$ cat src/hdl/outlier_rejecting_window_average_top_assert.svh
// Assertion macros shared by the window average block.
// Define ASSERT_OFF to compile every assertion away.
`ifndef OUTLIER_REJECTING_WINDOW_AVERAGE_TOP_ASSERT_SVH
`define OUTLIER_REJECTING_WINDOW_AVERAGE_TOP_ASSERT_SVH
`ifndef ASSERT_OFF
`define ORWA_ASSERT(lbl, clk, rst_n, prop, msg) \
  lbl: assert property (@(posedge clk) disable iff (!rst_n) prop) else $error(msg);
`define ORWA_ASSERT_NORST(lbl, clk, prop, msg) \
  lbl: assert property (@(posedge clk) prop) else $error(msg);
`else
`define ORWA_ASSERT(lbl, clk, rst_n, prop, msg)
`define ORWA_ASSERT_NORST(lbl, clk, prop, msg)
`endif
`endif

$ cat src/hdl/orwa_pkg.sv
`default_nettype none
package orwa_pkg;

  // Field widths of a transaction.
  localparam int SAMPLE_W = 10;
  localparam int KEPT_W   = 4;
  localparam logic [KEPT_W-1:0] KEPT_MAX = 4'd15;

  // The ten percent band in integers: 9*mean <= 10*x <= 11*mean.
  localparam int SCALE   = 10;
  localparam int BAND_LO = 9;
  localparam int BAND_HI = 11;
  localparam int BND_W   = SAMPLE_W + 4;

  typedef enum logic [2:0] {
    ST_IDLE,
    ST_SCAN1,
    ST_MEAN,
    ST_DIV1,
    ST_SCAN2,
    ST_BAND,
    ST_DIV2,
    ST_DONE
  } state_e;

  typedef struct packed {
    logic busy;
    logic done;
  } div_status_t;

endpackage
`default_nettype wire

$ cat src/hdl/orwa_div.sv
`default_nettype none
module orwa_div #(
  parameter int NUM_W = 14,
  parameter int DEN_W = 4
) (
  input  wire logic               clk_i,
  input  wire logic               rst_ni,
  input  wire logic               start_i,
  input  wire logic [NUM_W-1:0]   num_i,
  input  wire logic [DEN_W-1:0]   den_i,
  output logic [NUM_W-1:0]        quot_o,
  output orwa_pkg::div_status_t   stat_o
);
  import orwa_pkg::*;

  // Restoring division, one quotient bit per cycle. The dividend register
  // shifts out at the top and collects quotient bits at the bottom.
  localparam int CW = (NUM_W > 1) ? $clog2(NUM_W) : 1;

  logic             busy_q, done_q;
  logic [CW-1:0]    cnt_q;
  logic [NUM_W-1:0] num_q;
  logic [DEN_W-1:0] rem_q, den_q;
  logic [DEN_W:0]   rem_sh, diff;
  logic             fits;

  assign rem_sh = {rem_q, num_q[NUM_W-1]};
  assign diff   = rem_sh - {1'b0, den_q};
  assign fits   = ~diff[DEN_W];

  always_ff @(posedge clk_i or negedge rst_ni) begin
    if (!rst_ni) begin
      busy_q <= 1'b0;
      done_q <= 1'b0;
      cnt_q  <= '0;
    end else begin
      done_q <= busy_q && (cnt_q == '0);
      if (start_i) begin
        busy_q <= 1'b1;
        cnt_q  <= CW'(NUM_W - 1);
      end else if (busy_q) begin
        cnt_q <= cnt_q - CW'(1);
        if (cnt_q == '0) begin
          busy_q <= 1'b0;
        end
      end
    end
  end

  always_ff @(posedge clk_i) begin
    if (start_i) begin
      num_q <= num_i;
      den_q <= den_i;
      rem_q <= '0;
    end else if (busy_q) begin
      rem_q <= fits ? diff[DEN_W-1:0] : rem_sh[DEN_W-1:0];
      num_q <= {num_q[NUM_W-2:0], fits};
    end
  end

  assign quot_o      = num_q;
  assign stat_o.busy = busy_q;
  assign stat_o.done = done_q;

endmodule
`default_nettype wire

$ cat src/hdl/outlier_rejecting_window_average_top.sv
// A new transaction is accepted only after the last one has reached the output register,
//   since the block runs two sequential scans of the window memory and up to two
//   bit-serial divisions of SUM_W steps each for every transaction.
// Reset: asynchronous, active low; the window reads as all zero and the slot pointer is zero.
`default_nettype none
`include "outlier_rejecting_window_average_top_assert.svh"
module outlier_rejecting_window_average_top #(
  parameter int WINDOW = 10
) (
  input  wire logic                           clk_i,
  input  wire logic                           rst_ni,
  input  wire logic                           in_valid_i,
  output logic                                in_stall_o,
  input  wire logic [orwa_pkg::SAMPLE_W-1:0]  sample_i,
  output logic                                out_valid_o,
  input  wire logic                           out_stall_i,
  output logic [orwa_pkg::SAMPLE_W-1:0]       filtered_value_o,
  output logic [orwa_pkg::KEPT_W-1:0]         kept_count_o
);
  import orwa_pkg::*;

  // Derived sizes. The largest window sum needs SUM_W bits and a count
  // of up to WINDOW needs CNT_W bits.
  localparam int IDX_W = $clog2(WINDOW);
  localparam int SUM_W = $clog2(WINDOW * ((1 << SAMPLE_W) - 1) + 1);
  localparam int CNT_W = $clog2(WINDOW + 1);

  // The window lives in a one-port-write, one-port-read memory with a
  // registered read. A valid bit per entry stands in for the reset value:
  // an entry that was never written reads as zero.
  logic [SAMPLE_W-1:0] mem_q [WINDOW];
  logic [WINDOW-1:0]   entry_vld_q;
  logic [SAMPLE_W-1:0] rd_data_q;
  logic                rd_vld_q;
  logic                rd_live_q;

  logic [IDX_W-1:0]    newest_q, slot_d;
  logic [IDX_W:0]      scan_cnt_q, scan_cnt_d;
  logic [IDX_W-1:0]    rd_addr;

  state_e              state_q, state_d;

  logic [SUM_W-1:0]    acc_sum_q, acc_sum_d;
  logic [CNT_W-1:0]    acc_cnt_q, acc_cnt_d;
  logic [SAMPLE_W-1:0] mean_q;
  logic [BND_W-1:0]    lo_q, hi_q;
  logic [SAMPLE_W-1:0] res_val_q, res_val_d;
  logic [KEPT_W-1:0]   res_kept_q, res_kept_d;
  logic [SAMPLE_W-1:0] filt_q;
  logic [KEPT_W-1:0]   kept_q;
  logic                out_valid_q, out_valid_d;

  // Controls from the sequencer.
  logic                accept, issue, acc_clr, div_start, mean_load, out_load;
  logic [SAMPLE_W-1:0] cur_x;
  logic [BND_W-1:0]    x10;
  logic                take;

  logic [SUM_W-1:0]    div_quot;
  div_status_t         div_stat;

  assign accept  = in_valid_i && !in_stall_o;
  assign slot_d  = (newest_q == IDX_W'(WINDOW - 1)) ? '0 : newest_q + IDX_W'(1);
  assign rd_addr = scan_cnt_q[IDX_W-1:0];

  // Window memory: the new sample is written on acceptance; the scans
  // start on the following cycle, so a read never meets a pending write.
  always_ff @(posedge clk_i) begin
    if (accept) begin
      mem_q[slot_d] <= sample_i;
    end
    if (issue) begin
      rd_data_q <= mem_q[rd_addr];
    end
  end

  always_ff @(posedge clk_i or negedge rst_ni) begin
    if (!rst_ni) begin
      entry_vld_q <= '0;
      newest_q    <= '0;
      rd_vld_q    <= 1'b0;
      rd_live_q   <= 1'b0;
    end else begin
      if (accept) begin
        entry_vld_q[slot_d] <= 1'b1;
        newest_q            <= slot_d;
      end
      if (issue) begin
        rd_vld_q <= entry_vld_q[rd_addr];
      end
      rd_live_q <= issue;
    end
  end

  // The entry that came back from memory this cycle, zero when unwritten.
  assign cur_x = rd_vld_q ? rd_data_q : '0;
  assign x10   = BND_W'(cur_x) * BND_W'(SCALE);

  // In the first scan every nonzero entry counts; in the second only the
  // entries inside the band around the first mean.
  always_comb begin
    take = 1'b0;
    if (rd_live_q) begin
      if (state_q == ST_SCAN1) begin
        take = (cur_x != '0);
      end else if (state_q == ST_SCAN2) begin
        take = (x10 >= lo_q) && (x10 <= hi_q);
      end
    end
  end

  always_comb begin
    acc_sum_d = acc_sum_q;
    acc_cnt_d = acc_cnt_q;
    if (acc_clr) begin
      acc_sum_d = '0;
      acc_cnt_d = '0;
    end else if (take) begin
      acc_sum_d = acc_sum_q + SUM_W'(cur_x);
      acc_cnt_d = acc_cnt_q + CNT_W'(1);
    end
  end

  always_ff @(posedge clk_i) begin
    acc_sum_q <= acc_sum_d;
    acc_cnt_q <= acc_cnt_d;
    if (mean_load) begin
      mean_q <= SAMPLE_W'(div_quot);
      lo_q   <= BND_W'(SAMPLE_W'(div_quot)) * BND_W'(BAND_LO);
      hi_q   <= BND_W'(SAMPLE_W'(div_quot)) * BND_W'(BAND_HI);
    end
    res_val_q  <= res_val_d;
    res_kept_q <= res_kept_d;
  end

  orwa_div #(
    .NUM_W (SUM_W),
    .DEN_W (CNT_W)
  ) u_div (
    .clk_i   (clk_i),
    .rst_ni  (rst_ni),
    .start_i (div_start),
    .num_i   (acc_sum_q),
    .den_i   (acc_cnt_q),
    .quot_o  (div_quot),
    .stat_o  (div_stat)
  );

  // Sequencer: scan, divide, scan again, divide, then hand the result to the
  // output register; a divide is skipped when its count is zero. A new transaction
  // is taken only in idle, while a finished result may still wait in the output register.
  always_ff @(posedge clk_i or negedge rst_ni) begin
    if (!rst_ni) begin
      state_q    <= ST_IDLE;
      scan_cnt_q <= '0;
    end else begin
      state_q    <= state_d;
      scan_cnt_q <= scan_cnt_d;
    end
  end

  always_comb begin
    state_d    = state_q;
    scan_cnt_d = scan_cnt_q;
    in_stall_o = 1'b1;
    issue      = 1'b0;
    acc_clr    = 1'b0;
    div_start  = 1'b0;
    mean_load  = 1'b0;
    out_load   = 1'b0;
    res_val_d  = res_val_q;
    res_kept_d = res_kept_q;
    case (state_q)
      ST_IDLE: begin
        in_stall_o = 1'b0;
        acc_clr    = 1'b1;
        scan_cnt_d = '0;
        if (in_valid_i) begin
          state_d = ST_SCAN1;
        end
      end
      ST_SCAN1, ST_SCAN2: begin
        if (scan_cnt_q < (IDX_W + 1)'(WINDOW)) begin
          issue      = 1'b1;
          scan_cnt_d = scan_cnt_q + (IDX_W + 1)'(1);
        end else if (rd_live_q) begin
          state_d = (state_q == ST_SCAN1) ? ST_MEAN : ST_BAND;
        end
      end
      ST_MEAN: begin
        if (acc_cnt_q == '0) begin
          res_val_d  = '0;
          res_kept_d = '0;
          state_d    = ST_DONE;
        end else begin
          div_start = 1'b1;
          state_d   = ST_DIV1;
        end
      end
      ST_DIV1: begin
        if (div_stat.done) begin
          mean_load  = 1'b1;
          acc_clr    = 1'b1;
          scan_cnt_d = '0;
          state_d    = ST_SCAN2;
        end
      end
      ST_BAND: begin
        if (acc_cnt_q == '0) begin
          res_val_d  = mean_q;
          res_kept_d = '0;
          state_d    = ST_DONE;
        end else begin
          div_start  = 1'b1;
          res_kept_d = (32'(acc_cnt_q) > 32'(KEPT_MAX)) ? KEPT_MAX : KEPT_W'(acc_cnt_q);
          state_d    = ST_DIV2;
        end
      end
      ST_DIV2: begin
        if (div_stat.done) begin
          res_val_d = SAMPLE_W'(div_quot);
          state_d   = ST_DONE;
        end
      end
      ST_DONE: begin
        if (!out_valid_q || !out_stall_i) begin
          out_load = 1'b1;
          state_d  = ST_IDLE;
        end
      end
      default: begin
        state_d = ST_IDLE;
      end
    endcase
  end

  // Output register: holds a result until the consumer takes it.
  always_comb begin
    out_valid_d = out_valid_q;
    if (out_load) begin
      out_valid_d = 1'b1;
    end else if (!out_stall_i) begin
      out_valid_d = 1'b0;
    end
  end

  always_ff @(posedge clk_i or negedge rst_ni) begin
    if (!rst_ni) begin
      out_valid_q <= 1'b0;
    end else begin
      out_valid_q <= out_valid_d;
    end
  end

  always_ff @(posedge clk_i) begin
    if (out_load) begin
      filt_q <= res_val_q;
      kept_q <= res_kept_q;
    end
  end

  assign out_valid_o      = out_valid_q;
  assign filtered_value_o = filt_q;
  assign kept_count_o     = kept_q;

  `ORWA_ASSERT(a_div_nonzero_den, clk_i, rst_ni, div_start |-> (acc_cnt_q != '0), "division started with zero divisor")
  `ORWA_ASSERT(a_div_idle_start, clk_i, rst_ni, div_start |-> !div_stat.busy, "division started while busy")
  `ORWA_ASSERT(a_div_done_state, clk_i, rst_ni, div_stat.done |-> (state_q == ST_DIV1 || state_q == ST_DIV2), "division finished outside a divide state")
  `ORWA_ASSERT(a_scan_bound, clk_i, rst_ni, 32'(scan_cnt_q) <= WINDOW, "scan counter past the window")
  `ORWA_ASSERT(a_kept_bound, clk_i, rst_ni, out_valid_o |-> (32'(kept_count_o) <= WINDOW), "kept count larger than the window")
  `ORWA_ASSERT_NORST(a_reset_no_out, clk_i, !rst_ni |-> !out_valid_o, "result shown during reset")

endmodule
`default_nettype wire
$ cat config.mk
export PLATFORM = sky130hd
export DESIGN_NAME = outlier_rejecting_window_average_top
export DESIGN_NICKNAME = d
export VERILOG_FILES = /design/src/hdl/orwa_pkg.sv /design/src/hdl/orwa_div.sv /design/src/hdl/outlier_rejecting_window_average_top.sv
export VERILOG_INCLUDE_DIRS = /design/src /design/src/hdl
export SDC_FILE = /design/constraint.sdc
export NUM_CORES = 1
export LEC_CHECK = 0
export BUFFER_PORTS_ARGS = -buffer_cell sky130_fd_sc_hd__buf_2
export CAP_MARGIN = 40
export CORE_AREA = 2 2 207 209
export DETAILED_ROUTE_END_ITERATION = 8
export DIE_AREA = 0 0 209 211
export PLACE_DENSITY = 0.49
export SYNTH_ARGS = -nofsm -noshare
export SYNTH_HDL_FRONTEND = slang
export SYNTH_SLANG_ARGS = --single-unit
export TNS_END_PERCENT = 1
$ cat constraint.sdc
create_clock -name clk_i -period 13.9 [get_ports clk_i]
set_clock_uncertainty 0.2 [all_clocks]
set_input_delay 2.085 -clock clk_i [delete_from_list [all_inputs] [get_ports clk_i]]
set_output_delay 2.085 -clock clk_i [all_outputs]
set_load 0.01 [all_outputs]
==> out/metrics.yaml <==
p_total_uw: 3220
cts_tree: "yes"
seqPwrFrac_pct: 36.7
first_pass_iters: 5
clk_pin_slew_ps: 60
wl_mm: 25.7
io_buffers: 29
hold_path_class: "register to register"
power.density_mw_per_mm2: 227
synth_edf_count: 190
cp-end-kind: "register"
critPathKind: "register to register"
yosysWarnings: 0
post-dp-hpwl_mm: 17.7
synth_seq_cells: 243
maxSlewViolCount: 0
worstPathArrival_ps: 5740
grt_overflow: 0
synth_top_area_share_pct: 46.0
fin_crit_ps: 5460
area_growth_pct: 14.1
tns_ps: 0
p_int_uw: 2050
hold_viol_final: 0
slowest_delay_ps: 950
synth_compound_area_share_pct: 9.39
yosysTopAreaCell: "edfxtp_1"
min_period_over_period_pct: 39.3
post_cts_resized: 0
crit_buf_inv: 3
synth_area_leaders: "edfxtp_1 (46%), ha_1 (8.5%), dfrtp_1 (6.3%)"
worst_slew_pin_slew_ps: 922
synth_xor_area_share_pct: 3.82
post-place-ws_ps: 8430
critPathMaxFanout: 33
netlist_area_mm2: 0.0124
p_comb_share_pct: 40.9
setup_viol: 0
worstPathCellList: "inv_2, nor2_1, ha_1, inv_1, fa_1, nor2b_1, o21ai_0, a21boi_0, o21ai_0, nand2b_1, a21o_1, a21oi_1, xnor2_1, ha_1, nand4_1, nor3_1, nor4_1, and4b_1, o22ai_2, buf_8, or3_1, a31oi_1, mux2i_1"
worst_slack_ps: 8440
ios: 30
fillerInstances: 4076
crit_slowest_cell: "dfrtp_1"
grt_pass1_wl_mm: 42.1
coreArea_mm2: 0.0418
netlist_instances: 1007
diodes: 0
synthAdderAreaFrac_pct: 10.3
p_leak_uw: 0.00558
nNetsFinal: 1154
synthFlopType: "edfxtp_1"
async_reset_ff_share_pct: 12.8
avgRoutedWirePerCell_um: 16.0
whs_ps: 216
synth.area.mux_share_pct: 5.88
maxSlewHeadroom_pct: 38.5
clock_latency_ps: 550
grt_max_degree: 37
antenna_found_initial: 0
status: "completed"
ctsHoldBuffers: 0
ant_nets: 0
rows: 75
post-cts-setup-buffer-count: 0
drt_iter0_drc: 344
root_buffer: "clkbuf_16"
hold_start: "res_val_q[6]$_DFFE_PP_"
yosysSeqAreaShare_pct: 55.8
synthDistinctLibCells: 73
synth_top_family_by_area: "adder cells"
num_vias: 7501
rsz0062_at_grt: "no"
synthSimpleGateAreaFrac_pct: 10.3
path_delay_family: "simple AND/OR/NAND/NOR gates"
drc: 0
r2r-start: "rd_vld_q$_DFFE_PN0P_"
cts.sinks: 243
pwr-share-clk_pct: 22.4
fmax_ghz: 0.183
drive_gt1_share_pct: 13.8
place.gp.congestion: 0.744
syn_avg_cell_area_um2: 12.3
dieHeight_um: 211
vias_per_cell: 4.67
switching_share_pct: 36.4
drv_cap: 0
start_util_pct: 29.7
syn-num-nets: 1115
grt_pass1_vias: 7671
peakVddDrop_mv: 0.106
clockBufferDepth: 3
cts-buffers-inserted: 28
grt.total_usage_pct: 12.0
worstPathRequired_ps: 14180
fp.dieArea_mm2: 0.0441
power_switching_uw: 1170
die_w_um: 209
crit_path_start: "rd_vld_q$_DFFE_PN0P_"
htree_num_levels: 1
crit_path_start_kind: "register"
[path summary, 6_finish.rpt]
| kind | end | slack (ps) | cells after the start |
|---|---|---|---|
| max in group asynchronous | scan_cnt_q[0]$_DFFE_PN0P_ | 11600 | 1 |
| min in group asynchronous | u_div.cnt_q[1]$_DFFE_PN0P_ | 1390 | 1 |
| min | filtered_value_o[6]$_DFFE_PP_ | 220 | 0 |
| min reg2reg | filtered_value_o[6]$_DFFE_PP_ | 220 | 0 |
| max | acc_sum_q[12]$_SDFFE_PP0P_ | 8440 | 23 |
| max reg2reg | acc_sum_q[12]$_SDFFE_PP0P_ | 8440 | 23 |
[synth_stat cells, drive strengths merged (13+ instances only)]
cell / instances
nand2: 71
xnor2: 43
a22oi: 13
clkbuf: 21
a21oi: 50
mux4: 22
inv: 92
mux2i: 21
a211oi: 16
ha: 84
dfrtp: 31
edfxtp: 190
nor2b: 21
o21ai: 33
nor3: 19
nor2: 77
buf: 20
dfxtp: 22
[cells in the final DEF (no fill, tap or decap), types with 4 or more instances in the layout]
cell         n
o211ai_1     5
clkinv_1     6
nand2b_1     8
or3_1        4
a21oi_1     49
edfxtp_1   190
a22oi_1     13
clkbuf_16   29
nor2b_1     21
dfxtp_1     22
fa_1        10
o21ai_0     30
xor2_1      11
or2_2       10
o21bai_1    10
mux4_2      22
nor3_1      19
nand2_1     71
a31oi_1      6
buf_2       29
ha_1        84
a211oi_1    15
inv_1       91
clkinv_2     7
and2_1       9
dfrtp_1     30
xnor2_1     43
nand3_1     11
nor2_1      77
mux2i_1     21
and3_1       9
buf_4       17
a21o_1      11
[layout make-up]
type,instances,area (um^2),share of cell area (%)
timing repair buffer,50,354,2.50
tap,539,674,4.77
multi-input combinational,631,4940,34.9
clock inverter,19,151,1.07
inverter,92,345,2.44
sequential,243,6920,49.0
clock buffer,33,751,5.31
[sequential cells by signal, indices dropped and copies added, names as in the netlist, 5 cells and up]
name              count
acc_sum_q            14
entry_vld_q          10
filtered_value_o     10
hi_q                 13
lo_q                 11
mean_q               10
mem_q               100
rd_data_q            10
res_val_q            10
scan_cnt_q            5
u_div.quot_o         14
[layer usage]
layer | global-route usage (%) | share of wire [%] | vias to the layer above
met5 | 0 | 0 | -
met4 | 2.86 | 2.1 | 0
met3 | 1.86 | 2.9 | 36
met2 | 20.4 | 47 | 99
met1 | 16.1 | 48 | 3638
li1 | - | - | 3728
[stage by stage]
stage | instances | utilization [%] | cell area, um^2
global placement | 1550 | 31.5 | 13200
floorplan | 1007 | - | 12400
global route | 1607 | 33.9 | 14100
finish | 1607 | 33.9 | 14100
CTS | 1607 | 33.9 | 14100
detailed placement | 1555 | 31.7 | 13200
[power groups by stage]
stage	clock [uW]	sequential (uW)	combinational, uW
CTS	742	1180	1350
global route	771	1200	1530
finish	719	1180	1320
global placement	0	1210	1290
detailed placement	0	1200	1330
floorplan	0	1110	1090
[logic make-up (layout without fill, tap and decap cells)]
group	after synthesis	count (layout)
xor+xnor	54	54
simple gates	260	260
fa+ha+maj	97	97
buf+inv	133	194
flops	243	243
compound gates	175	175
mux	45	45
Note: power is estimated with default switching activity, not from simulation.
